<file path="src/sv/vst_pkg.sv">
`default_nettype none

package vst_pkg;

    localparam int SAMPLE_BITS   = 32;
    localparam int PROB_BITS     = 16;
    localparam int MS_BITS       = 28;
    localparam int CFG_IDX_BITS  = 4;
    localparam int CFG_DATA_BITS = 32;
    localparam int OUT_DATA_BITS = 2 * MS_BITS;
    localparam int MS_PER_S      = 1000;

    localparam int DEF_WINDOW_SAMPLES     = 512;
    localparam int DEF_SAMPLE_RATE        = 16000;
    localparam int DEF_MAX_SPEECH_SILENCE = 1568;

    localparam logic [SAMPLE_BITS-1:0] SAMPLE_MAX = '1;
    localparam logic [MS_BITS-1:0]     MS_MAX     = '1;

    typedef enum logic [CFG_IDX_BITS-1:0] {
        REG_THRESHOLD   = 4'd0,
        REG_DEAD_BAND   = 4'd1,
        REG_MIN_SILENCE = 4'd2,
        REG_MIN_SPEECH  = 4'd3,
        REG_MAX_SPEECH  = 4'd4,
        REG_PAD_BEFORE  = 4'd5,
        REG_PAD_AFTER   = 4'd6,
        REG_CLIP_LENGTH = 4'd7
    } vst_reg_t;

    typedef enum logic {
        FUNC_WINDOW = 1'b0,
        FUNC_END    = 1'b1
    } vst_func_t;

    typedef enum logic {
        ST_SILENCE = 1'b0,
        ST_SPEECH  = 1'b1
    } vst_state_t;

    typedef struct packed {
        logic [PROB_BITS-1:0]   threshold;
        logic [PROB_BITS-1:0]   dead_band;
        logic [SAMPLE_BITS-1:0] min_silence;
        logic [SAMPLE_BITS-1:0] min_speech;
        logic [SAMPLE_BITS-1:0] max_speech;
        logic [15:0]            pad_before;
        logic [15:0]            pad_after;
        logic [SAMPLE_BITS-1:0] clip_length;
    } vst_cfg_t;

    typedef struct packed {
        logic [SAMPLE_BITS-1:0] start_pos;
        logic [SAMPLE_BITS-1:0] end_pos;
    } vst_seg_t;

endpackage

`default_nettype wire

</file>
<file path="src/sv/vst_ms_conv.sv">
`default_nettype none

module vst_ms_conv
    import vst_pkg::*;
#(
    parameter int SAMPLE_RATE = DEF_SAMPLE_RATE
)
(
    input  wire logic               clk,
    input  wire logic               rst_n,
    input  vst_cfg_t                cfg,
    input  wire logic               in_valid,
    output logic                    in_ready,
    input  vst_seg_t                in_seg,
    output logic                    out_valid,
    input  wire logic               out_ready,
    output logic [MS_BITS-1:0]      out_start_ms,
    output logic [MS_BITS-1:0]      out_end_ms
);

    // Division by the sample rate is a multiplication by a rounded-up
    // reciprocal, exact for every scaled sample count.
    localparam int SCALE_BITS  = $clog2(MS_PER_S + 1);
    localparam int X_BITS      = SAMPLE_BITS + SCALE_BITS;
    localparam int RATE_BITS   = $clog2(SAMPLE_RATE + 1);
    localparam int SHIFT       = X_BITS + RATE_BITS;
    localparam int RECIP_BITS  = X_BITS + 2;
    localparam int LO_BITS     = RECIP_BITS / 2;
    localparam int HI_BITS     = RECIP_BITS - LO_BITS;
    localparam int PP_BITS     = X_BITS + HI_BITS;
    localparam int FULL_BITS   = X_BITS + RECIP_BITS;
    localparam logic [63:0] RECIP =
        ((64'd1 << SHIFT) + 64'(SAMPLE_RATE) - 64'd1) / 64'(SAMPLE_RATE);
    localparam logic [LO_BITS-1:0]    RECIP_LO = RECIP[LO_BITS-1:0];
    localparam logic [HI_BITS-1:0]    RECIP_HI = RECIP[RECIP_BITS-1:LO_BITS];
    localparam logic [SCALE_BITS-1:0] SCALE    = SCALE_BITS'(MS_PER_S);

    logic                   v_pad_reg, v_mul_reg, v_pp_reg, v_out_reg;
    logic                   r_pad, r_mul, r_pp, r_out;

    logic [SAMPLE_BITS-1:0] pad_reg  [2];
    logic [SAMPLE_BITS-1:0] pad_next [2];
    logic [X_BITS-1:0]      x_reg    [2];
    logic [X_BITS-1:0]      x_next   [2];
    logic [PP_BITS-1:0]     plo_reg  [2];
    logic [PP_BITS-1:0]     plo_next [2];
    logic [PP_BITS-1:0]     phi_reg  [2];
    logic [PP_BITS-1:0]     phi_next [2];
    logic [MS_BITS-1:0]     ms_reg   [2];
    logic [MS_BITS-1:0]     ms_next  [2];

    logic [SAMPLE_BITS:0]   end_sum;
    logic [FULL_BITS-1:0]   full     [2];
    logic [FULL_BITS-1:0]   quo      [2];

    assign r_out    = !v_out_reg || out_ready;
    assign r_pp     = !v_pp_reg  || r_out;
    assign r_mul    = !v_mul_reg || r_pp;
    assign r_pad    = !v_pad_reg || r_mul;
    assign in_ready = r_pad;

    assign out_valid    = v_out_reg;
    assign out_start_ms = ms_reg[0];
    assign out_end_ms   = ms_reg[1];

    always_comb
    begin
        end_sum     = {1'b0, in_seg.end_pos} + (SAMPLE_BITS + 1)'(cfg.pad_after);
        pad_next[0] = (in_seg.start_pos > SAMPLE_BITS'(cfg.pad_before))
                      ? in_seg.start_pos - SAMPLE_BITS'(cfg.pad_before) : '0;
        pad_next[1] = (end_sum > {1'b0, cfg.clip_length})
                      ? cfg.clip_length : end_sum[SAMPLE_BITS-1:0];
        for (int i = 0; i < 2; i++)
        begin
            x_next[i]   = X_BITS'(pad_reg[i]) * X_BITS'(SCALE);
            plo_next[i] = PP_BITS'(x_reg[i]) * PP_BITS'(RECIP_LO);
            phi_next[i] = PP_BITS'(x_reg[i]) * PP_BITS'(RECIP_HI);
            full[i]     = (FULL_BITS'(phi_reg[i]) << LO_BITS) + FULL_BITS'(plo_reg[i]);
            quo[i]      = full[i] >> SHIFT;
            ms_next[i]  = (quo[i] > FULL_BITS'(MS_MAX)) ? MS_MAX : quo[i][MS_BITS-1:0];
        end
    end

    always_ff @(posedge clk or negedge rst_n)
    begin
        if (!rst_n)
        begin
            v_pad_reg <= 1'b0;
            v_mul_reg <= 1'b0;
            v_pp_reg  <= 1'b0;
            v_out_reg <= 1'b0;
        end
        else
        begin
            if (r_pad)
                v_pad_reg <= in_valid;
            if (r_mul)
                v_mul_reg <= v_pad_reg;
            if (r_pp)
                v_pp_reg <= v_mul_reg;
            if (r_out)
                v_out_reg <= v_pp_reg;
        end
    end

    always_ff @(posedge clk)
    begin
        for (int i = 0; i < 2; i++)
        begin
            if (in_valid && r_pad)
                pad_reg[i] <= pad_next[i];
            if (v_pad_reg && r_mul)
                x_reg[i] <= x_next[i];
            if (v_mul_reg && r_pp)
            begin
                plo_reg[i] <= plo_next[i];
                phi_reg[i] <= phi_next[i];
            end
            if (v_pp_reg && r_out)
                ms_reg[i] <= ms_next[i];
        end
    end

endmodule

`default_nettype wire

</file>
<file path="config.mk">
export PLATFORM = sky130hd
export DESIGN_NAME = vst_ms_conv
export DESIGN_NICKNAME = d
export VERILOG_FILES = /design/src/sv/vst_pkg.sv /design/src/sv/vst_ms_conv.sv
export SDC_FILE = /design/constraint.sdc
export NUM_CORES = 2
export LEC_CHECK = 0
export BUFFER_PORTS_ARGS = -buffer_cell sky130_fd_sc_hd__buf_2
export CELL_PAD_IN_SITES_DETAIL_PLACEMENT = 0
export CELL_PAD_IN_SITES_GLOBAL_PLACEMENT = 1
export CORE_MARGIN = 5
export CORE_UTILIZATION = 36
export DETAILED_ROUTE_END_ITERATION = 8
export PLACE_DENSITY = 0.67
export RECOVER_POWER = 25
export SKIP_LAST_GASP = 1
export SYNTH_ARGS = -nofsm -noshare
export SYNTH_HDL_FRONTEND = slang
export SYNTH_SLANG_ARGS = --single-unit
export TNS_END_PERCENT = 1
</file>
<file path="constraint.sdc">
create_clock -name clk -period 8.5 [get_ports clk]
set_clock_uncertainty 0.15 [all_clocks]
set_input_delay 1.275 -clock clk [delete_from_list [all_inputs] [get_ports clk]]
set_output_delay 1.275 -clock clk [all_outputs]
set_load 0.1 [all_outputs]
</file>
==> results.md <==
* RSZ-0062 raised after global routing: no
* Worst hold slack at 0.294 ns
* Vias/cell at 4.83
* Die height at 482 um
* First-pass GRT wire length at 335000 um
* Final HPWL DP at 191000 um
* H-tree Lvls at 2
* Asr flop ratio synth at 1.00%
* Filler cells at 21900
* Routed Antenna Nets at 0
* Core Util, Final at 39.4%
* Period minus WS final at 7.98 ns
* Synth Flop Type: edfxtp_1
* Gpl congestion at 0.978
* CTS tree: built
* # DRC at 0
* CTS root buf: clkbuf_16
* Worst Path Arrival at 8.23 ns
* Rel. slew slack at -152%
* Largest stage delay, worst path at 0.63 ns
* Most frequent CP cell: fa_1
* Clock Pin Slew Worst Setup and Hold Paths at 0.06 ns
* Area of the core at 222000 um2
* Syn Area/Cell at 10.6 um2
* Overflow after GRT at 0
* Clock buffer depth at 3
* Final Cycle Share at 93.8%
* Synth Register Bits at 400
* # Post-CTS Setup Buffers at 0
* Ys Warns at 0
* Setup crit start kind: flip-flop
* Slew Limit Fails at 299
* Total track usage at 18.6%
* Die span in x at 482 um
* Reg2reg end: plo_reg[0][60]
* Status: finished with violations
* Setup violations, final at 0
* Final Hold Fails at 0
* Top Ports at 318
* Cells after Synth at 7593
* Setup TNS Final at 0 ns
* Initial core utilization at 36.1%
* Fmax at 125 MHz
* Area growth from synthesis to layout at 9.12%
* Final nets at 11100
* R2r startpoint: x_reg[0][14]
* Pin count of the biggest net entering global routing at 100
* Area occupied by multi-input gates at 60200 um2
* Worst setup EP type: flip-flop
* Seq. cell area at 12000 um2
* CP Max Fanout at 8
* Clock sink count at 400
* # rows at 173
* Fraction of layout cells with a size suffix above 1 at 5.94%
* Worst R2R Setup Slack at 0.52 ns
* Drt pass-1 iters at 5
* Synthesized cell area at 80200 um2
* Via Count at 52900
* Initial antenna violation count at 1
* Die Area at 232000 um2
* Clock latency on the worst-skew pair at 0.68 ns
* Final wirelength at 214000 um
* Post-synthesis sequential area ratio at 15.0%
* Vias in the first global route at 57900
* DR WL/cell at 19.5 um
* CP Data Required Time at 8.76 ns
* Cts bufs inserted at 51
* Initial DRC Count at 2639
* Min-delay worst type: input pin to async pin
* CP max stage cell: edfxtp_1
* Worst Tran Pin Value at 3.78 ns
* Library cells used by synthesis at 88
* Syn_nets at 10700
* Failing checks: max-capacitance violations, max-slew violations
* Reg2Reg Depth at 25
* Critical path type: flip-flop to flip-flop
* Post-synth EDFFs at 396
* Antenna diodes at 0
* Max FFs per register at 118
* Port Buf Inserts at 189
* Max-Cap Viols at 6
[area by class of cell]
| class | instances | share of cell area, % |
|---|---|---|
| clock buffer | 60 | 1.50 |
| clock inverter | 29 | 0.423 |
| inverter | 2087 | 8.96 |
| multi-input combinational | 5062 | 68.8 |
| sequential | 400 | 13.7 |
| tap | 2975 | 4.26 |
| timing repair buffer | 342 | 2.36 |
[cells in the mapped netlist (all sizes together), types with 8 or more instances]
cell / n / area share, %
nor2: 190 / 0.89
o21bai: 45 / 0.42
nor4: 11 / 0.10
o21a: 40 / 0.37
nor2b: 43 / 0.34
a211o: 11 / 0.12
and2: 22 / 0.17
or2: 8 / 0.062
a311oi: 9 / 0.098
nand4: 59 / 0.46
a211oi: 30 / 0.28
o31ai: 13 / 0.14
a221oi: 10 / 0.12
nand2: 232 / 1.1
clkbuf: 32 / 0.15
buf: 12 / 0.094
and4: 21 / 0.23
ha: 1445 / 23
a31oi: 33 / 0.29
o21ai: 197 / 1.2
o31a: 10 / 0.11
o211ai: 23 / 0.22
a21boi: 12 / 0.11
mux2: 16 / 0.22
edfxtp: 396 / 15
xnor2: 199 / 2.2
inv: 2087 / 9.8
xor2: 136 / 1.5
nand3: 70 / 0.44
a21oi: 329 / 2.1
a2111oi: 9 / 0.11
nand2b: 38 / 0.30
fa: 1404 / 35
nor3: 41 / 0.27
and3: 49 / 0.38
a21o: 207 / 1.9
[layer usage]
layer	share of wire, %	track usage, %	wire [um]	vias up
met4	2.8	4.43	5880	0
met2	49	32.9	106000	1000
met3	4.1	1.90	8770	245
met5	0	0	0	-
met1	44	24.6	93300	26600
li1	-	-	-	25100
[through the flow]
| step | worst slack [ns] | cell area [um2] | instances |
|---|---|---|---|
| final | 0.525 | 87500 | 11000 |
| after global routing | 0.0372 | 87500 | 11000 |
| after CTS | 0.343 | 87500 | 11000 |
| after detailed placement | 0.376 | 85800 | 10900 |
| after global placement | 0.333 | 85800 | 10900 |
| after floorplan | 1.51 | 80200 | 7593 |
[worst max path at each step]
stage | end | cells after the start | startpoint | slack (ns)
after detailed placement | plo_reg[0][58] | 25 | x_reg[0][14] | 0.38
after global placement | plo_reg[0][58] | 25 | x_reg[0][14] | 0.33
after CTS | plo_reg[0][58] | 25 | x_reg[0][14] | 0.34
after floorplan | plo_reg[0][60] | 25 | x_reg[0][18] | 1.51
after global routing | plo_reg[0][127] | 26 | x_reg[0][59] | 0.04
final | plo_reg[0][60] | 25 | x_reg[0][14] | 0.52
[layout by cell type, fill, tap and decap left out, types with 59 or more instances in the layout]
cell / n
nand2_1: 232
o21ai_0: 188
edfxtp_1: 396
ha_1: 1445
a21oi_1: 327
nor2_1: 189
inv_1: 2087
nand3_1: 70
buf_2: 188
xor2_1: 136
a21o_1: 207
xnor2_1: 199
fa_1: 1404
nand4_1: 59
buf_4: 146
[repair_timing]
action | 4_1_cts | 5_1_grt
setup endpoints to repair | 0 | 1
resized for setup | 0 | 1
hold buffers | 0 | 0
[worst max-delay path: cells and delay by family (launching register included)]
kind                       cells  cell delay, ns
DFF                            1            0.63
and+or+nand+nor                3            0.57
AOI/OAI and AO/OA              7            1.70
adders and majority gates      8            3.76
buffers and inverters          6            0.79
xor gates and xnor gates       1            0.13
[kinds of logic after synthesis]
| family | count (synthesis) | synth area share [%] |
|---|---|---|
| fa+ha+maj | 2849 | 57.6 |
| buf+inv | 2131 | 10.0 |
| compound gates | 1048 | 8.49 |
| simple gates | 809 | 4.97 |
| flops | 400 | 15.0 |
| xor+xnor | 335 | 3.66 |
| mux | 21 | 0.287 |
Power is not shown: default switching activity piles up to over one toggle a cycle in this logic, so the estimate is an artifact.
