--- src/sv/vst_pkg.sv ---
`default_nettype none

package vst_pkg;

    localparam int SAMPLE_BITS   = 32;
    localparam int PROB_BITS     = 16;
    localparam int MS_BITS       = 28;
    localparam int CFG_IDX_BITS  = 4;
    localparam int CFG_DATA_BITS = 32;
    localparam int OUT_DATA_BITS = 2 * MS_BITS;
    localparam int MS_PER_S      = 1000;

    localparam int DEF_WINDOW_SAMPLES     = 512;
    localparam int DEF_SAMPLE_RATE        = 16000;
    localparam int DEF_MAX_SPEECH_SILENCE = 1568;

    localparam logic [SAMPLE_BITS-1:0] SAMPLE_MAX = '1;
    localparam logic [MS_BITS-1:0]     MS_MAX     = '1;

    typedef enum logic [CFG_IDX_BITS-1:0] {
        REG_THRESHOLD   = 4'd0,
        REG_DEAD_BAND   = 4'd1,
        REG_MIN_SILENCE = 4'd2,
        REG_MIN_SPEECH  = 4'd3,
        REG_MAX_SPEECH  = 4'd4,
        REG_PAD_BEFORE  = 4'd5,
        REG_PAD_AFTER   = 4'd6,
        REG_CLIP_LENGTH = 4'd7
    } vst_reg_t;

    typedef enum logic {
        FUNC_WINDOW = 1'b0,
        FUNC_END    = 1'b1
    } vst_func_t;

    typedef enum logic {
        ST_SILENCE = 1'b0,
        ST_SPEECH  = 1'b1
    } vst_state_t;

    typedef struct packed {
        logic [PROB_BITS-1:0]   threshold;
        logic [PROB_BITS-1:0]   dead_band;
        logic [SAMPLE_BITS-1:0] min_silence;
        logic [SAMPLE_BITS-1:0] min_speech;
        logic [SAMPLE_BITS-1:0] max_speech;
        logic [15:0]            pad_before;
        logic [15:0]            pad_after;
        logic [SAMPLE_BITS-1:0] clip_length;
    } vst_cfg_t;

    typedef struct packed {
        logic [SAMPLE_BITS-1:0] start_pos;
        logic [SAMPLE_BITS-1:0] end_pos;
    } vst_seg_t;

endpackage

`default_nettype wire

--- src/sv/vst_tracker.sv ---
`default_nettype none

module vst_tracker
    import vst_pkg::*;
#(
    parameter int WINDOW_SAMPLES     = DEF_WINDOW_SAMPLES,
    parameter int MAX_SPEECH_SILENCE = DEF_MAX_SPEECH_SILENCE
)
(
    input  wire logic                 clk,
    input  wire logic                 rst_n,
    input  vst_cfg_t                  cfg,
    input  wire logic                 in_valid,
    output logic                      in_ready,
    input  wire logic                 in_func,
    input  wire logic [PROB_BITS-1:0] in_prob,
    output logic                      seg_valid,
    input  wire logic                 seg_ready,
    output vst_seg_t                  seg
);

    localparam logic [SAMPLE_BITS-1:0] WIN       = SAMPLE_BITS'(WINDOW_SAMPLES);
    localparam logic [SAMPLE_BITS-1:0] POS_LIMIT = SAMPLE_MAX - WIN;
    localparam logic [SAMPLE_BITS-1:0] HANGOVER  = SAMPLE_BITS'(MAX_SPEECH_SILENCE);

    logic                   v0_reg;
    vst_func_t              func_reg;
    logic [PROB_BITS-1:0]   prob_reg;
    logic                   v1_reg;
    vst_seg_t               seg_reg;

    vst_state_t             state_reg, state_next;
    logic [SAMPLE_BITS-1:0] pos_reg, pos_next;
    logic [SAMPLE_BITS-1:0] tent_reg, tent_next;
    logic [SAMPLE_BITS-1:0] prev_reg, prev_next;
    logic [SAMPLE_BITS-1:0] nstart_reg, nstart_next;
    logic [SAMPLE_BITS-1:0] sstart_reg, sstart_next;

    logic                   consume;
    logic                   triggered;
    logic [SAMPLE_BITS-1:0] pos_inc;
    logic [SAMPLE_BITS-1:0] win_start;
    logic                   is_speech;
    logic                   above_low;
    logic [SAMPLE_BITS:0]   run_diff;
    logic                   split;
    logic [SAMPLE_BITS-1:0] tent_eff;
    logic [SAMPLE_BITS-1:0] gap;
    logic [SAMPLE_BITS:0]   len_diff;
    logic                   long_enough;
    logic                   has_prev;
    logic                   next_behind;
    logic                   emit;
    logic [SAMPLE_BITS-1:0] emit_end;

    assign in_ready  = !v0_reg || seg_ready;
    assign consume   = v0_reg && seg_ready;
    assign seg_valid = v1_reg;
    assign seg       = seg_reg;

    assign triggered   = (state_reg == ST_SPEECH);
    assign pos_inc     = (pos_reg > POS_LIMIT) ? SAMPLE_MAX : pos_reg + WIN;
    assign win_start   = (pos_inc >= WIN) ? pos_inc - WIN : '0;
    assign is_speech   = (prob_reg >= cfg.threshold);
    assign above_low   = (({1'b0, prob_reg} + {1'b0, cfg.dead_band}) >= {1'b0, cfg.threshold});
    assign run_diff    = {1'b0, pos_inc} - {1'b0, sstart_reg};
    assign split       = triggered && !run_diff[SAMPLE_BITS]
                         && (run_diff[SAMPLE_BITS-1:0] > cfg.max_speech);
    assign tent_eff    = (tent_reg == '0) ? pos_inc : tent_reg;
    assign gap         = (pos_inc >= tent_eff) ? pos_inc - tent_eff : '0;
    assign len_diff    = {1'b0, tent_eff} - {1'b0, sstart_reg};
    assign long_enough = !len_diff[SAMPLE_BITS] && (len_diff[SAMPLE_BITS-1:0] > cfg.min_speech);
    assign has_prev    = (prev_reg != '0);
    assign next_behind = (nstart_reg < prev_reg);

    always_comb
    begin
        state_next = state_reg;
        if (consume)
        begin
            priority if (func_reg == FUNC_END)
                state_next = ST_SILENCE;
            else if (is_speech)
                state_next = ST_SPEECH;
            else if (split)
            begin
                if (!has_prev || next_behind)
                    state_next = ST_SILENCE;
            end
            else if (!above_low && triggered && (gap >= cfg.min_silence))
                state_next = ST_SILENCE;
            else
                state_next = state_reg;
        end
    end

    always_comb
    begin
        pos_next    = pos_reg;
        tent_next   = tent_reg;
        prev_next   = prev_reg;
        nstart_next = nstart_reg;
        sstart_next = sstart_reg;
        emit        = 1'b0;
        emit_end    = tent_eff;
        if (consume)
        begin
            if (func_reg == FUNC_END)
            begin
                emit        = triggered;
                emit_end    = cfg.clip_length;
                pos_next    = '0;
                sstart_next = '0;
                tent_next   = '0;
                prev_next   = '0;
                nstart_next = '0;
            end
            else
            begin
                pos_next = pos_inc;
                priority if (is_speech)
                begin
                    if (tent_reg != '0)
                    begin
                        tent_next = '0;
                        if (next_behind)
                            nstart_next = win_start;
                    end
                    if (!triggered)
                        sstart_next = win_start;
                end
                else if (split)
                begin
                    emit = 1'b1;
                    if (has_prev)
                    begin
                        emit_end    = prev_reg;
                        sstart_next = next_behind ? '0 : nstart_reg;
                    end
                    else
                    begin
                        emit_end    = pos_inc;
                        sstart_next = '0;
                    end
                    tent_next   = '0;
                    prev_next   = '0;
                    nstart_next = '0;
                end
                else if (!above_low && triggered)
                begin
                    tent_next = tent_eff;
                    if (gap > HANGOVER)
                        prev_next = tent_eff;
                    if (gap >= cfg.min_silence)
                    begin
                        emit        = long_enough;
                        emit_end    = tent_eff;
                        sstart_next = '0;
                        tent_next   = '0;
                        prev_next   = '0;
                        nstart_next = '0;
                    end
                end
                else
                    emit = 1'b0;
            end
        end
    end

    always_ff @(posedge clk or negedge rst_n)
    begin
        if (!rst_n)
        begin
            v0_reg     <= 1'b0;
            v1_reg     <= 1'b0;
            state_reg  <= ST_SILENCE;
            pos_reg    <= '0;
            tent_reg   <= '0;
            prev_reg   <= '0;
            nstart_reg <= '0;
            sstart_reg <= '0;
        end
        else
        begin
            if (in_ready)
                v0_reg <= in_valid;
            if (seg_ready)
                v1_reg <= v0_reg && emit;
            state_reg  <= state_next;
            pos_reg    <= pos_next;
            tent_reg   <= tent_next;
            prev_reg   <= prev_next;
            nstart_reg <= nstart_next;
            sstart_reg <= sstart_next;
        end
    end

    always_ff @(posedge clk)
    begin
        if (in_valid && in_ready)
        begin
            func_reg <= vst_func_t'(in_func);
            prob_reg <= in_prob;
        end
        if (consume && emit)
        begin
            seg_reg.start_pos <= sstart_reg;
            seg_reg.end_pos   <= emit_end;
        end
    end

endmodule

`default_nettype wire

--- config.mk ---
export PLATFORM = sky130hd
export DESIGN_NAME = vst_tracker
export DESIGN_NICKNAME = d
export VERILOG_FILES = /design/src/sv/vst_pkg.sv /design/src/sv/vst_tracker.sv
export SDC_FILE = /design/constraint.sdc
export NUM_CORES = 1
export LEC_CHECK = 0
export ABC_AREA = 1
export ABC_CLOCK_PERIOD_IN_PS = 9680
export BUFFER_PORTS_ARGS = -buffer_cell sky130_fd_sc_hd__buf_4
export CORE_MARGIN = 4
export CORE_UTILIZATION = 51
export DETAILED_ROUTE_END_ITERATION = 16
export GPL_ROUTABILITY_DRIVEN = 0
export PLACE_DENSITY = 0.72
export SETUP_SLACK_MARGIN = 0.5
export SLEW_MARGIN = 20
export SYNTH_ARGS = -nofsm -noshare
export SYNTH_HDL_FRONTEND = slang
export SYNTH_SLANG_ARGS = --single-unit
--- constraint.sdc ---
create_clock -name clk -period 9.68 [get_ports clk]
set_clock_uncertainty 0.15 [all_clocks]
set_input_delay 0.968 -clock clk [delete_from_list [all_inputs] [get_ports clk]]
set_output_delay 0.968 -clock clk [all_outputs]
set_load 0.1 [all_outputs]
==> results.ini <==
[final_layout]
fin_area_um2 = 25700
area_growth_syn_to_layout_pct = 14.9
largest_reg_flops = 64
drive_above_1_share_pct = 11.7
final_core_util_pct = 59.4
num_antenna_cells = 0
fin_nets = 3802

[logic_synthesis]
yosysUniqueCellTypes = 57
synth-xor-area-share_pct = 3.88
postSynthAreaPerCell_um2 = 7.21
synth_area_um2 = 22300
yosys.area_share.simple_pct = 25.7
yosysSeqAreaShare_pct = 29.2
synth_fa_ha_area_share_pct = 15.4
synth-seq-cells = 244
ys_warn_count = 0
synth_top_family_by_area = simple AND/OR/NAND/NOR gates
synthArstFlopShare_pct = 66.8
muxShareOfSynthArea_pct = 0
synth_ff_type = dfrtp_1
synth_compound_area_share_pct = 15.8
synth_nets = 3584
postSynthCellCount = 3097
synth_edf_count = 81

[pwr]
ir_worst_vdd_mv = 0.214
powerDensity_nw_per_um2 = 261
total_power_uw = 6700
p_leak_uw = 0.0132

[clock_tree]
cts.clk_slew.worst_paths_ns = 0.06
numCtsBuffers = 29
cts_max_level = 1
clk_latency_ns = 0.58
cts_buffer_depth = 3
ctsHoldBuffers = 0
postCtsSetupBuffers = 0
clock-sinks = 244
root_buffer = clkbuf_16
tritoncts = built

[route]
wirelength_mm = 73.5
dr.pass1.iters = 6
via_count = 22800
drc_errors = 0
avgViaCountPerCell = 5.81
routedWlPerCell_um = 18.7
drtAntennaViolNets = 0
drt_iter0_markers = 2506

[setup_path]
cp_common_cell = o21ai_0
crit_type = register to register
endpoint_kind = register
max_stage_delay_ns = 0.48
worstSetupStartpoint = tent_reg[3]
rrSetupSlack_ns = 1.04
path_max_fanout = 40
required_ns = 9.75
reg2reg_from = tent_reg[3]
cp_slowest_cell = inv_1
crit_arrival_ns = 8.70
critPathLaunchType = register

[place]
place_hpwl_mm = 57.9
port_buffers = 246
postPlaceCellArea_um2 = 24700

[timing]
worst_pin_slew_ns = 1.13
hold_violations = 0
whs_ns = 0.320
rsz0062_at_grt = false
slew_violations = 0
min_period_over_period_pct = 89.2
final.min_clock_period_ns = 8.64
max_freq_ghz = 0.116
setup_viol = 0
tns_ns = 0
relSlewSlack_pct = 24.0

[floorplan]
coreArea_um2 = 43200
die_w_um = 217
die-area_um2 = 47200
die_h_um = 217
rows = 76
initial_core_util_pct = 51.7
ios = 279

[grt]
grtUsageTotal_pct = 30.1
grt_max_degree = 98
grt_pass1_wl_mm = 116
antenna_found_initial = 2
grt_remaining_overflow = 0
grt_pass1_vias = 22100

[run]
maxCapViolCount = 0

[hold_path]
hp-class = register to register
hp-start = prev_reg[16]

[run_status]
outcome = completed

[worst max-delay path: cells and delay by family, from the launching register on]
| family | cells | cell delay [ns] |
|---|---|---|
| compound gates | 14 | 3.54 |
| flops | 1 | 0.41 |
| buf+inv | 6 | 1.65 |
| simple gates | 10 | 1.70 |
| fa+ha+maj | 2 | 0.60 |
| xor+xnor | 1 | 0.18 |
[synth_stat cells, types with 9 or more instances]
master	n	area share [%]
nand2_1	617	10
inv_1	474	8.0
nor2_1	290	4.9
ha_1	272	15
a21oi_1	247	5.5
nand3_1	233	5.2
dfrtp_1	163	18
o21ai_0	133	3.0
edfxtp_1	81	11
xor2_1	74	2.9
a31oi_1	44	1.2
clkbuf_1	41	0.69
nand4_1	40	1.1
o221ai_1	36	1.4
o31ai_1	34	1.1
nor3_1	32	0.72
or2_2	26	0.73
xnor2_1	25	0.98
buf_2	23	0.52
nor4_1	20	0.56
o21a_1	19	0.64
nand3b_1	16	0.54
o22ai_1	15	0.42
a211oi_1	12	0.40
nand2_2	12	0.34
o211ai_1	11	0.37
o21ai_1	10	0.22
a21boi_0	9	0.30
o21bai_1	9	0.30
[what timing repair did]
item | in CTS | in global routing
gates resized for setup | 0 | 2
endpoints found under the setup margin | 0 | 64
endpoints found under the hold margin | 0 | 0
[cell usage in the layout (no fill, tap or decap), drive strengths merged, types with 15 or more instances in the layout]
master / Yosys / layout
o31ai: 34 / 34
nand4: 40 / 40
xor2: 74 / 74
nor3: 35 / 35
nor4: 21 / 21
o221ai: 36 / 36
nand3b: 16 / 16
o21ai: 143 / 143
edfxtp: 81 / 81
o21a: 19 / 19
dfrtp: 163 / 163
ha: 272 / 272
a21oi: 247 / 247
nand3: 237 / 237
o22ai: 15 / 15
buf: 40 / 269
inv: 480 / 481
clkbuf: 41 / 39
nor2: 299 / 299
xnor2: 25 / 25
a31oi: 44 / 44
nand2: 635 / 635
or2: 26 / 26
[final cells by class]
| cell class | instances | area, µm² |
|---|---|---|
| clock buffer | 39 | 823 |
| clock inverter | 15 | 140 |
| fill | 4108 | 17500 |
| inverter | 481 | 1810 |
| multi-input combinational | 2290 | 13600 |
| sequential | 244 | 6510 |
| tap | 585 | 732 |
| timing repair buffer | 269 | 2030 |
[power by group]
part | switching (µW) | internal, µW | leakage, µW
sequential | 182 | 1260 | 0.00289
combinational | 2740 | 1390 | 0.00987
clock | 477 | 649 | 0.000465
[stage by stage]
stage,worst slack [ns],cells
finish,1.04,3923
global route,0.513,3923
CTS,1.08,3923
floorplan,2.15,3097
detailed placement,1.11,3869
global placement,1.29,3869
[final timing paths]
check                                  to  depth (start not counted)
max in group asynchronous     tent_reg[5]                          2
min in group asynchronous  sstart_reg[29]                          1
setup / recovery                  seg[25]                         33
setup reg to reg                  seg[25]                         33
hold / removal               prev_reg[16]                          2
hold reg to reg              prev_reg[16]                          2
[cells by family after synthesis]
| kind of cell | count (synthesis) |
|---|---|
| adders and majority gates | 274 |
| and+or+nand+nor | 1316 |
| DFF | 244 |
| AOI/OAI and AO/OA | 601 |
| buffers and inverters | 563 |
| xor gates and xnor gates | 99 |
[per-layer routing]
layer  up-vias  share of wire (%)  global-route usage (%)
met5         -              0.033                       0
met4         4                3.7                    10.4
met3       183                 10                    6.16
met2      1178                 44                    47.6
met1     10600                 42                    41.4
li1      10900                  -                       -
Note: power is estimated with default switching activity, not from simulation.
