===== src/sv/vst_pkg.sv =====
`default_nettype none

package vst_pkg;

    localparam int SAMPLE_BITS   = 32;
    localparam int PROB_BITS     = 16;
    localparam int MS_BITS       = 28;
    localparam int CFG_IDX_BITS  = 4;
    localparam int CFG_DATA_BITS = 32;
    localparam int OUT_DATA_BITS = 2 * MS_BITS;
    localparam int MS_PER_S      = 1000;

    localparam int DEF_WINDOW_SAMPLES     = 512;
    localparam int DEF_SAMPLE_RATE        = 16000;
    localparam int DEF_MAX_SPEECH_SILENCE = 1568;

    localparam logic [SAMPLE_BITS-1:0] SAMPLE_MAX = '1;
    localparam logic [MS_BITS-1:0]     MS_MAX     = '1;

    typedef enum logic [CFG_IDX_BITS-1:0] {
        REG_THRESHOLD   = 4'd0,
        REG_DEAD_BAND   = 4'd1,
        REG_MIN_SILENCE = 4'd2,
        REG_MIN_SPEECH  = 4'd3,
        REG_MAX_SPEECH  = 4'd4,
        REG_PAD_BEFORE  = 4'd5,
        REG_PAD_AFTER   = 4'd6,
        REG_CLIP_LENGTH = 4'd7
    } vst_reg_t;

    typedef enum logic {
        FUNC_WINDOW = 1'b0,
        FUNC_END    = 1'b1
    } vst_func_t;

    typedef enum logic {
        ST_SILENCE = 1'b0,
        ST_SPEECH  = 1'b1
    } vst_state_t;

    typedef struct packed {
        logic [PROB_BITS-1:0]   threshold;
        logic [PROB_BITS-1:0]   dead_band;
        logic [SAMPLE_BITS-1:0] min_silence;
        logic [SAMPLE_BITS-1:0] min_speech;
        logic [SAMPLE_BITS-1:0] max_speech;
        logic [15:0]            pad_before;
        logic [15:0]            pad_after;
        logic [SAMPLE_BITS-1:0] clip_length;
    } vst_cfg_t;

    typedef struct packed {
        logic [SAMPLE_BITS-1:0] start_pos;
        logic [SAMPLE_BITS-1:0] end_pos;
    } vst_seg_t;

endpackage

`default_nettype wire


===== src/sv/vst_cfg_regs.sv =====
`default_nettype none

module vst_cfg_regs
    import vst_pkg::*;
(
    input  wire logic                     clk,
    input  wire logic                     rst_n,
    input  wire logic                     cfg_valid,
    output logic                          cfg_ready,
    input  wire logic [CFG_IDX_BITS-1:0]  cfg_index,
    input  wire logic [CFG_DATA_BITS-1:0] cfg_data,
    output vst_cfg_t                      cfg
);

    vst_cfg_t cfg_reg;

    assign cfg_ready = 1'b1;
    assign cfg       = cfg_reg;

    always_ff @(posedge clk or negedge rst_n)
    begin
        if (!rst_n)
        begin
            cfg_reg.threshold   <= 16'd16384;
            cfg_reg.dead_band   <= 16'd4915;
            cfg_reg.min_silence <= 32'd1600;
            cfg_reg.min_speech  <= 32'd4000;
            cfg_reg.max_speech  <= SAMPLE_MAX;
            cfg_reg.pad_before  <= 16'd480;
            cfg_reg.pad_after   <= 16'd0;
            cfg_reg.clip_length <= 32'd0;
        end
        else if (cfg_valid && cfg_ready)
        begin
            unique case (cfg_index)
                REG_THRESHOLD:   cfg_reg.threshold   <= cfg_data[PROB_BITS-1:0];
                REG_DEAD_BAND:   cfg_reg.dead_band   <= cfg_data[PROB_BITS-1:0];
                REG_MIN_SILENCE: cfg_reg.min_silence <= cfg_data[SAMPLE_BITS-1:0];
                REG_MIN_SPEECH:  cfg_reg.min_speech  <= cfg_data[SAMPLE_BITS-1:0];
                REG_MAX_SPEECH:  cfg_reg.max_speech  <= cfg_data[SAMPLE_BITS-1:0];
                REG_PAD_BEFORE:  cfg_reg.pad_before  <= cfg_data[15:0];
                REG_PAD_AFTER:   cfg_reg.pad_after   <= cfg_data[15:0];
                REG_CLIP_LENGTH: cfg_reg.clip_length <= cfg_data[SAMPLE_BITS-1:0];
                default:         cfg_reg             <= cfg_reg;
            endcase
        end
    end

endmodule

`default_nettype wire


===== config.mk =====
export PLATFORM = sky130hd
export DESIGN_NAME = vst_cfg_regs
export DESIGN_NICKNAME = d
export VERILOG_FILES = /design/src/sv/vst_pkg.sv /design/src/sv/vst_cfg_regs.sv
export SDC_FILE = /design/constraint.sdc
export NUM_CORES = 1
export LEC_CHECK = 0
export ABC_AREA = 1
export BUFFER_PORTS_ARGS = -buffer_cell sky130_fd_sc_hd__buf_2
export CORE_MARGIN = 8
export CORE_UTILIZATION = 50
export DETAILED_ROUTE_END_ITERATION = 16
export MAX_ROUTING_LAYER = met4
export PLACE_DENSITY = 0.78
export SLEW_MARGIN = 20
export SYNTH_ARGS = -nofsm -noshare
export SYNTH_HDL_FRONTEND = slang
export SYNTH_SLANG_ARGS = --single-unit

===== constraint.sdc =====
create_clock -name clk -period 1.1 [get_ports clk]
set_clock_uncertainty 0.2 [all_clocks]
set_input_delay 0.055 -clock clk [delete_from_list [all_inputs] [get_ports clk]]
set_output_delay 0.055 -clock clk [all_outputs]
set_load 0.03 [all_outputs]

==> results of run 1 <==
[Yosys cell counts, drive strengths merged]
library cell    n  area [sq um]
conb            1          3.75
o21bai         16           120
nand2         470          1770
dfrtp         139          3480
buf            28           140
clkbuf         43           180
nor2            9          66.3
nand4          80           500
inv            22          82.6
nand3          22           110
dfstp          53          1390
[timing repair]
action                                 CTS  global route
resized for setup                      384            10
setup buffers                           47            53
hold buffers                            34             3
gates cloned                             0             1
pin swaps                                0             6
endpoints found under the hold margin  384            20
setup endpoints to repair              192           369
[power by group]
group          switching, W  internal [W]
sequential          0.00128       0.00883
clock               0.00280       0.00342
combinational       0.00571       0.00456
total               0.00979        0.0168
[cells by family (layout without fill, tap and decap cells)]
family | Yosys count | in the layout | share of synthesized area
buf+inv | 93 | 468 | 0.0514
flops | 192 | 192 | 0.621
compound gates | 16 | 16 | 0.0153
simple gates | 581 | 581 | 0.312
other cells | 1 | 5 | 0.000478
[placed cells by master (no fill, tap or decap), types with 17 or more instances in the layout]
cell and count:
nand3_1 17, inv_1 17, nand4_1 80, buf_6 194, dfstp_2 53, nand2_1 465, dlygate4sd3_1 36, clkbuf_16 18
buf_4 130, buf_2 37, dfrtp_1 139
[layer usage]
| layer | vias to the layer above | track usage |
|---|---|---|
| met5 | - | - |
| met4 | 0 | 0.171 |
| met3 | 130 | 0.0651 |
| met2 | 519 | 0.491 |
| met1 | 3960 | 0.353 |
| li1 | 3520 | - |
[through the flow]
| step | hold slack [ps] | worst slack [ps] | instance area (sq um) |
|---|---|---|---|
| global route | -99.0 | -335 | 12500 |
| detailed placement | -228 | -257 | 9560 |
| finish | -108 | -314 | 12500 |
| global placement | -230 | -191 | 9560 |
| CTS | -231 | -290 | 12000 |
| floorplan | -441 | -18.4 | 8000 |
[path summary, 6_finish.rpt]
kind,from,depth (start not counted),endpoint
max,cfg[56],1,cfg[56]
min,rst_n,2,cfg[7]
max reg2reg,cfg[45],5,cfg[45]
min reg2reg,cfg[71],2,cfg[71]
max in group asynchronous,rst_n,3,cfg[86]
min in group clk,cfg_index[3],5,cfg[107]
[area by class of cell]
| cell class | count | area share |
|---|---|---|
| multi-input cells | 598 | 0.212 |
| well taps | 211 | 0.0211 |
| inverters | 22 | 0.00660 |
| flip-flops and latches | 192 | 0.389 |
| repair buffers | 415 | 0.324 |
| diodes | 4 | 0.000800 |
| clock buffers | 19 | 0.0354 |
| clock inverters | 12 | 0.0107 |
==> impl_results.md, run 1 <==
- Initial Utilization: 0.514
- Clock Tree Buf Depth: 2
- Critical path startpoint category: flop
- Routed Antenna Nets: 0
- Top routing layer in use: met4
- Critical path, cell by cell: buf_6
- First-pass DRT Iterations: 5
- Final setup fails: 204
- Max Transition Viols Final: 0
- Post-layout util: 0.820
- I/O pins: 232
- Static leakage: 6.62 nW
- Metal-1 WL: 11500 um
- RD Place Congestion: 0.856
- Met2 WL: 15400 um
- Share of cells above drive strength 1: 0.386
- Total power: 0.0266 W
- Grt ovf: 0
- Top delay family on crit path: flip-flops
- Layout area overhead: 59.6%
- Total CTS buffers: 17
- Drt wl/cell: 21.1 um
- CTS H-tree depth: 4
- Filler cell count in the final layout: 842
- First-pass GRT wire length: 45600 um
- DIE AREA: 0.0200 sq mm
- Finished Layout Cells: 1473
- Crit Path Category: reg2out
- Worst setup EP type: output port
- Largest net degree at the start of global routing: 41
- Worst-path clk slew: 80 ps
- Initial antenna violation count: 2
- DR vias/cell: 5.52
- Row count: 45
- Clock Latency Late Sink: 430 ps
- Post-Syn Nets: 922
- CP max stage delay: 580 ps
- Drt drc: 0
- Area of the multi-input gates: 0.00265 sq mm
- Max-Cap Viols: 0
- Cell count after synthesis: 883
- Clock root cell: clkbuf_16
- Worst EP required: 840 ps
- Met3 WL: 2460 um
- Max Fclk: 0.707 GHz
- Bufs and invs on worst path: 1
- CTS tree: done
- Hold_ws: -108 ps
- Clock Sinks: 192
- Cell Area, Synth: 0.00784 sq mm
- Post-route setup TNS: -34570 ps
- Synth cell types: 18
- Seq/Total Area, Yosys: 0.621
- Seq cells post-synth: 192
- Register area: 0.00487 sq mm
- HPWL after DPL: 17200 um
- Hold crit path type: in2async
- Register-to-register setup slack: -80 ps
- RSZ-0062 raised after global routing: yes
- Core box area: 0.0153 sq mm
- Yosys warns: 0
- Nets@finish: 1285
- I/O Buffers: 230
- Failing checks: hold timing, setup timing
- Outcome: finished, violations left
- Final hold vios: 13
- Vias: 8129
- Max reg flops: 192
- Post-route worst setup slack: -314 ps
- Routed wire length: 31000 um
- DRT iter0 DRCs: 801
- CP arrival: 1160 ps
- Die Y-Extent: 141 um
- Max VDD drop: 1.36 mV
- Vias in the first global route: 8207
- Synth Area per Inst: 8.88 sq um
- Cell area power density: 2120 mW/mm^2
- Tcrit/Tclk final: 1.29
- Tmin final: 1410 ps
- Slowest cell on the critical path: dfstp_2
- Inst Count DP: 1302
- Total GRT Usage: 0.305
- Crit path max fanout: 2
- Die Span X: 141 um
Power figures use the tool's default switching activity.
==> inputs of run 2 (changes only) <==
--- a/config.mk
+++ b/config.mk
@@ -8,4 +8,5 @@
 export ABC_AREA = 1
 export BUFFER_PORTS_ARGS = -buffer_cell sky130_fd_sc_hd__buf_2
+export CORE_ASPECT_RATIO = 1.1
 export CORE_MARGIN = 8
 export CORE_UTILIZATION = 50
==> constraint.sdc (replaced) <==
create_clock -name clk -period 1.1 [get_ports clk]
set_clock_uncertainty 0.2 [all_clocks]
set_input_delay 0.055 -clock clk [delete_from_list [all_inputs] [get_ports clk]]
set_output_delay 0.055 -clock clk [all_outputs]
set_load 0.02 [all_outputs]
==> run 2 against run 1 <==
  * The run still ends with hold timing, setup timing left
  * Global-route usage is 0.41 points lower
  * Critical endpoint is now cfg[69]
  * Total power is 3.7% lower
  * Clock power is 2% higher
  * Non-clock buffer count is 5 higher
  * Design area is 0.56% higher
  * Setup slack better by 19 ps
  * Worst hold slack worse by 110 ps
  * First-iteration DRC count is 0.25% higher
==> impl_results.md, run 2 (same netlist as run 1, synthesis figures left out) <==
- Outcome: finished, violations left
- Failing checks: hold timing, setup timing
- Filler cell count in the final layout: 820
- CTS H-tree depth: 4
- CP arrival: 1140 ps
- Drt wl/cell: 21.2 um
- I/O Buffers: 230
- CTS tree: done
- GR peak layer: met2
- Routed Antenna Nets: 0
- Initial antenna violation count: 0
- CP max stage delay: 580 ps
- Grt ovf: 0
- Worst-path clk slew: 80 ps
- Vias: 8181
- ANT cells: 0
- Post-route worst setup slack: -295 ps
- First-pass GRT wire length: 44800 um
- Bufs and invs on worst path: 1
- Layout area overhead: 60.5%
- RD Place Congestion: 0.843
- Critical path, cell by cell: buf_6
- Final setup fails: 197
- Met1 usage: 0.342
- Share of cells above drive strength 1: 0.394
- Clock root cell: clkbuf_16
- First-pass DRT Iterations: 5
- Max Transition Viols Final: 0
- Hold_ws: -223 ps
- Max-Cap Viols: 0
- Clock Latency Late Sink: 430 ps
- HPWL after DPL: 17500 um
- DRT iter0 DRCs: 803
- Static leakage: 6.64 nW
- Drt drc: 0
- Total power: 0.0256 W
- Max Fclk: 0.717 GHz
- Row count: 48
- Register area: 0.00487 sq mm
- Die Y-Extent: 147 um
- Tcrit/Tclk final: 1.27
- Total GRT Usage: 0.301
- Hold crit path type: in2reg
- Routed wire length: 31100 um
- RSZ-0062 raised after global routing: yes
- Crit Path Category: reg2out
- Total CTS buffers: 17
- Top delay family on crit path: flip-flops
- DR vias/cell: 5.59
- Most common cell after layout, fill and taps aside: nand2_1
- Initial Utilization: 0.504
- Largest net degree at the start of global routing: 44
- Nets@finish: 1290
- Tmin final: 1400 ps
- Worst EP required: 840 ps
- Critical path startpoint category: flop
- Clock Tree Buf Depth: 2
- Max VDD drop: 1.20 mV
- Crit path max fanout: 2
- Vias in the first global route: 8336
- Final hold vios: 49
- GR met2 Demand/Resource: 0.476
- Cell area power density: 2030 mW/mm^2
- I/O pins: 232
- Clock Sinks: 192
- Most frequent cells in the layout: nand2_1, buf_6, dfrtp_1
- Worst setup EP type: output port
- Slowest cell on the critical path: dfstp_2
- DIE AREA: 0.0200 sq mm
- Max reg flops: 192
- Routing usage on met3: 0.0714
- Core box area: 0.0156 sq mm
- Area of the multi-input gates: 0.00269 sq mm
- Die Span X: 135 um
[run 2: through the flow]
stage	TNS (ps)	instance area (sq um)	cells	setup slack (ps)	util
6_report	-31940	12600	1464	-295	0.809
5_1_grt	-38200	12600	1464	-332	0.809
4_1_cts	-44280	12100	1413	-294	0.781
3_5_place_dp	-30010	9620	1296	-281	0.618
3_3_place_gp	-23700	9620	1296	-210	0.618
2_1_floorplan	-598	8000	883	-18.4	-
[run 2: what timing repair did]
item | CTS | global route
resized for setup | 384 | 16
endpoints found under the hold margin | 384 | 41
endpoints found under the setup margin | 192 | 274
hold buffers | 37 | 1
buffers inserted | 48 | 52
cloned | 0 | 0
pin swaps | 0 | 7
[run 2: cell type report]
| class | instances | area share |
|---|---|---|
| sequential | 192 | 0.387 |
| tap | 200 | 0.0199 |
| clock buffer | 19 | 0.0352 |
| timing repair buffer | 420 | 0.326 |
| multi-input combinational | 598 | 0.213 |
| inverter | 22 | 0.00656 |
| clock inverter | 13 | 0.0121 |
[run 2: worst paths after layout]
kind	startpoint	to	slack [ps]	cells after the start
setup / recovery	cfg[69]	cfg[69]	-300	1
hold / removal	cfg_index[2]	cfg[174]	-220	4
setup reg to reg	cfg[69]	cfg[69]	-60	3
hold reg to reg	cfg[83]	cfg[83]	280	2
max in group asynchronous	rst_n	cfg[55]	240	3
min in group asynchronous	rst_n	cfg[29]	-110	2
[run 2: per-layer routing]
metal	vias up	wire, um
li1	3533	-
met3	107	2940
met2	553	15600
met1	3988	11100
met4	0	1380
met5	-	0
[run 2: power by group]
group	leakage [nW]	total [W]	internal (W)	switching, W
Clock	0.292	0.00636	0.00347	0.00289
Combinational	4.04	0.00916	0.00455	0.00461
Sequential	2.31	0.0101	0.00882	0.00127
Total	6.64	0.0256	0.0168	0.00876
==> inputs of run 3 (changes only) <==
- SKIP_LAST_GASP: not set -> 1
==> run 3 against run 2 <==
  * The run still ends with hold timing, setup timing left
  * Sequential cell count unchanged
  * Total power about the same
  * Sequential power about the same
  * Critical path depth unchanged
  * Routed wire length about the same
  * Global-route usage unchanged
  * Setup slack got worse by 2.2 ps
  * Design area decreased by 0.15%
  * Combinational power about the same
==> impl_results.md, run 3 (same netlist as run 1, synthesis figures left out) <==
- Nets@finish: 1290
- Crit Path Category: reg2out
- Worst-path clk slew: 80 ps
- CTS tree: done
- Outcome: finished, violations left
- Share of power burned in the clock network: 0.249
- Crit path max fanout: 2
- Failing checks: hold timing, setup timing
- Static leakage: 6.64 nW
- I/O pins: 232
- Final hold vios: 46
- HPWL after DPL: 17500 um
- Row count: 48
- Routed wire length: 31100 um
- Max reg flops: 192
- Initial Utilization: 0.504
- CP arrival: 1140 ps
- Layout area overhead: 60.2%
- Net Sw Frac: 0.343
- Switching power: 0.00877 W
- Clock Latency Late Sink: 430 ps
- First-pass GRT wire length: 44800 um
- Clock root cell: clkbuf_16
- Post-route worst setup slack: -297 ps
- Inst Count DP: 1296
- Max Fclk: 0.716 GHz
- Die Span X: 135 um
- Worst setup EP type: output port
- RD Place Congestion: 0.843
- Finished Layout Cells: 1464
- ANT cells: 0
- Filler cell count in the final layout: 828
- DRT iter0 DRCs: 917
- Grt ovf: 0
- Initial antenna violation count: 0
- Vias: 8188
- DR vias/cell: 5.59
- Total CTS buffers: 17
- Top delay family on crit path: flip-flops
- Critical path, cell by cell: buf_6
- Metal-1 WL: 11500 um
- Share of cells above drive strength 1: 0.390
- Place WS: -281 ps
- Total power: 0.0256 W
- Tcrit/Tclk final: 1.27
- Max Transition Viols Final: 0
- Max VDD drop: 1.22 mV
- Cell area power density: 2040 mW/mm^2
- Met3 WL: 2710 um
- Vias in the first global route: 8336
- Critical path startpoint category: flop
- First-pass DRT Iterations: 5
- Total GRT Usage: 0.301
- Hold crit path type: in2reg
- Largest net degree at the start of global routing: 44
- Max-Cap Viols: 0
- I/O Buffers: 230
- RSZ-0062 raised after global routing: yes
- Clock Tree Buf Depth: 2
- Combinational share of power: 0.357
- Tmin final: 1400 ps
- Drt drc: 0
- Most frequent cells in the layout: nand2_1, buf_6, dfrtp_1
- Top routing layer in use: met4
- Die Y-Extent: 147 um
- Cell Int Power: 0.0168 W
- CTS H-tree depth: 4
- DIE AREA: 0.0200 sq mm
- Clock Sinks: 192
- Drt wl/cell: 21.2 um
- Hold_ws: -218 ps
- Sequential Power Share: 0.394
- Core box area: 0.0156 sq mm
- Most common cell after layout, fill and taps aside: nand2_1
- Met2 WL: 15600 um
- Worst EP required: 840 ps
- Routed Antenna Nets: 0
- Post-layout util: 0.808
- Slowest cell on the critical path: dfstp_2
- Bufs and invs on worst path: 1
- Final setup fails: 199
- CP max stage delay: 580 ps
[run 3: cell counts in the layout (fill, tap and decap cells not counted)]
Identical to the previous run, type by type.
[run 3: power by group through the flow]
stage / Clock, W / Combinational [W] / Sequential (W)
after detailed placement: 0 / 0.00593 / 0.00970
final: 0.00638 / 0.00913 / 0.0101
after global placement: 0 / 0.00576 / 0.00969
after floorplan: 0 / 0.00150 / 0.0115
after global routing: 0.00673 / 0.00962 / 0.0102
after CTS: 0.00640 / 0.00829 / 0.00996
[run 3: area by class of cell]
| class | instances | area (sq um) | share of cell area |
|---|---|---|---|
| clock buffers | 19 | 443 | 0.0352 |
| clock inverters | 13 | 153 | 0.0121 |
| inverters | 22 | 82.6 | 0.00657 |
| multi-input cells | 598 | 2670 | 0.212 |
| flip-flops and latches | 192 | 4870 | 0.388 |
| well taps | 200 | 250 | 0.0199 |
| repair buffers | 420 | 4100 | 0.326 |
[run 3: path summary, 6_finish.rpt]
path,start,end,slack [ps],cells after the start
worst max-delay path,cfg[69],cfg[69],-300,1
worst min-delay path,cfg_index[2],cfg[174],-220,4
min in group asynchronous,rst_n,cfg[29],-120,2
worst max register to register,cfg[39],cfg[39],-80,4
max in group asynchronous,rst_n,cfg[55],250,3
worst min register to register,cfg[106],cfg[106],280,2
[run 3: layer usage]
layer | up-vias | track usage
li1 | 3527 | -
met1 | 3998 | 0.342
met2 | 559 | 0.476
met3 | 104 | 0.0714
met4 | 0 | 0.178
met5 | - | -
[run 3: through the flow]
step | hold WS, ps | setup TNS (ps) | area (sq um)
after floorplan | -441 | -598 | 8000
after global placement | -216 | -23700 | 9620
after detailed placement | -216 | -30010 | 9620
after CTS | -231 | -44280 | 12100
after global routing | -209 | -38370 | 12600
final | -218 | -32150 | 12600
[run 3: what timing repair did]
item	in CTS	in global routing
pin swaps	0	5
buffers inserted	48	52
resized for setup	384	11
endpoints found under the setup margin	192	274
hold buffers	37	1
hold endpoints to repair	384	41
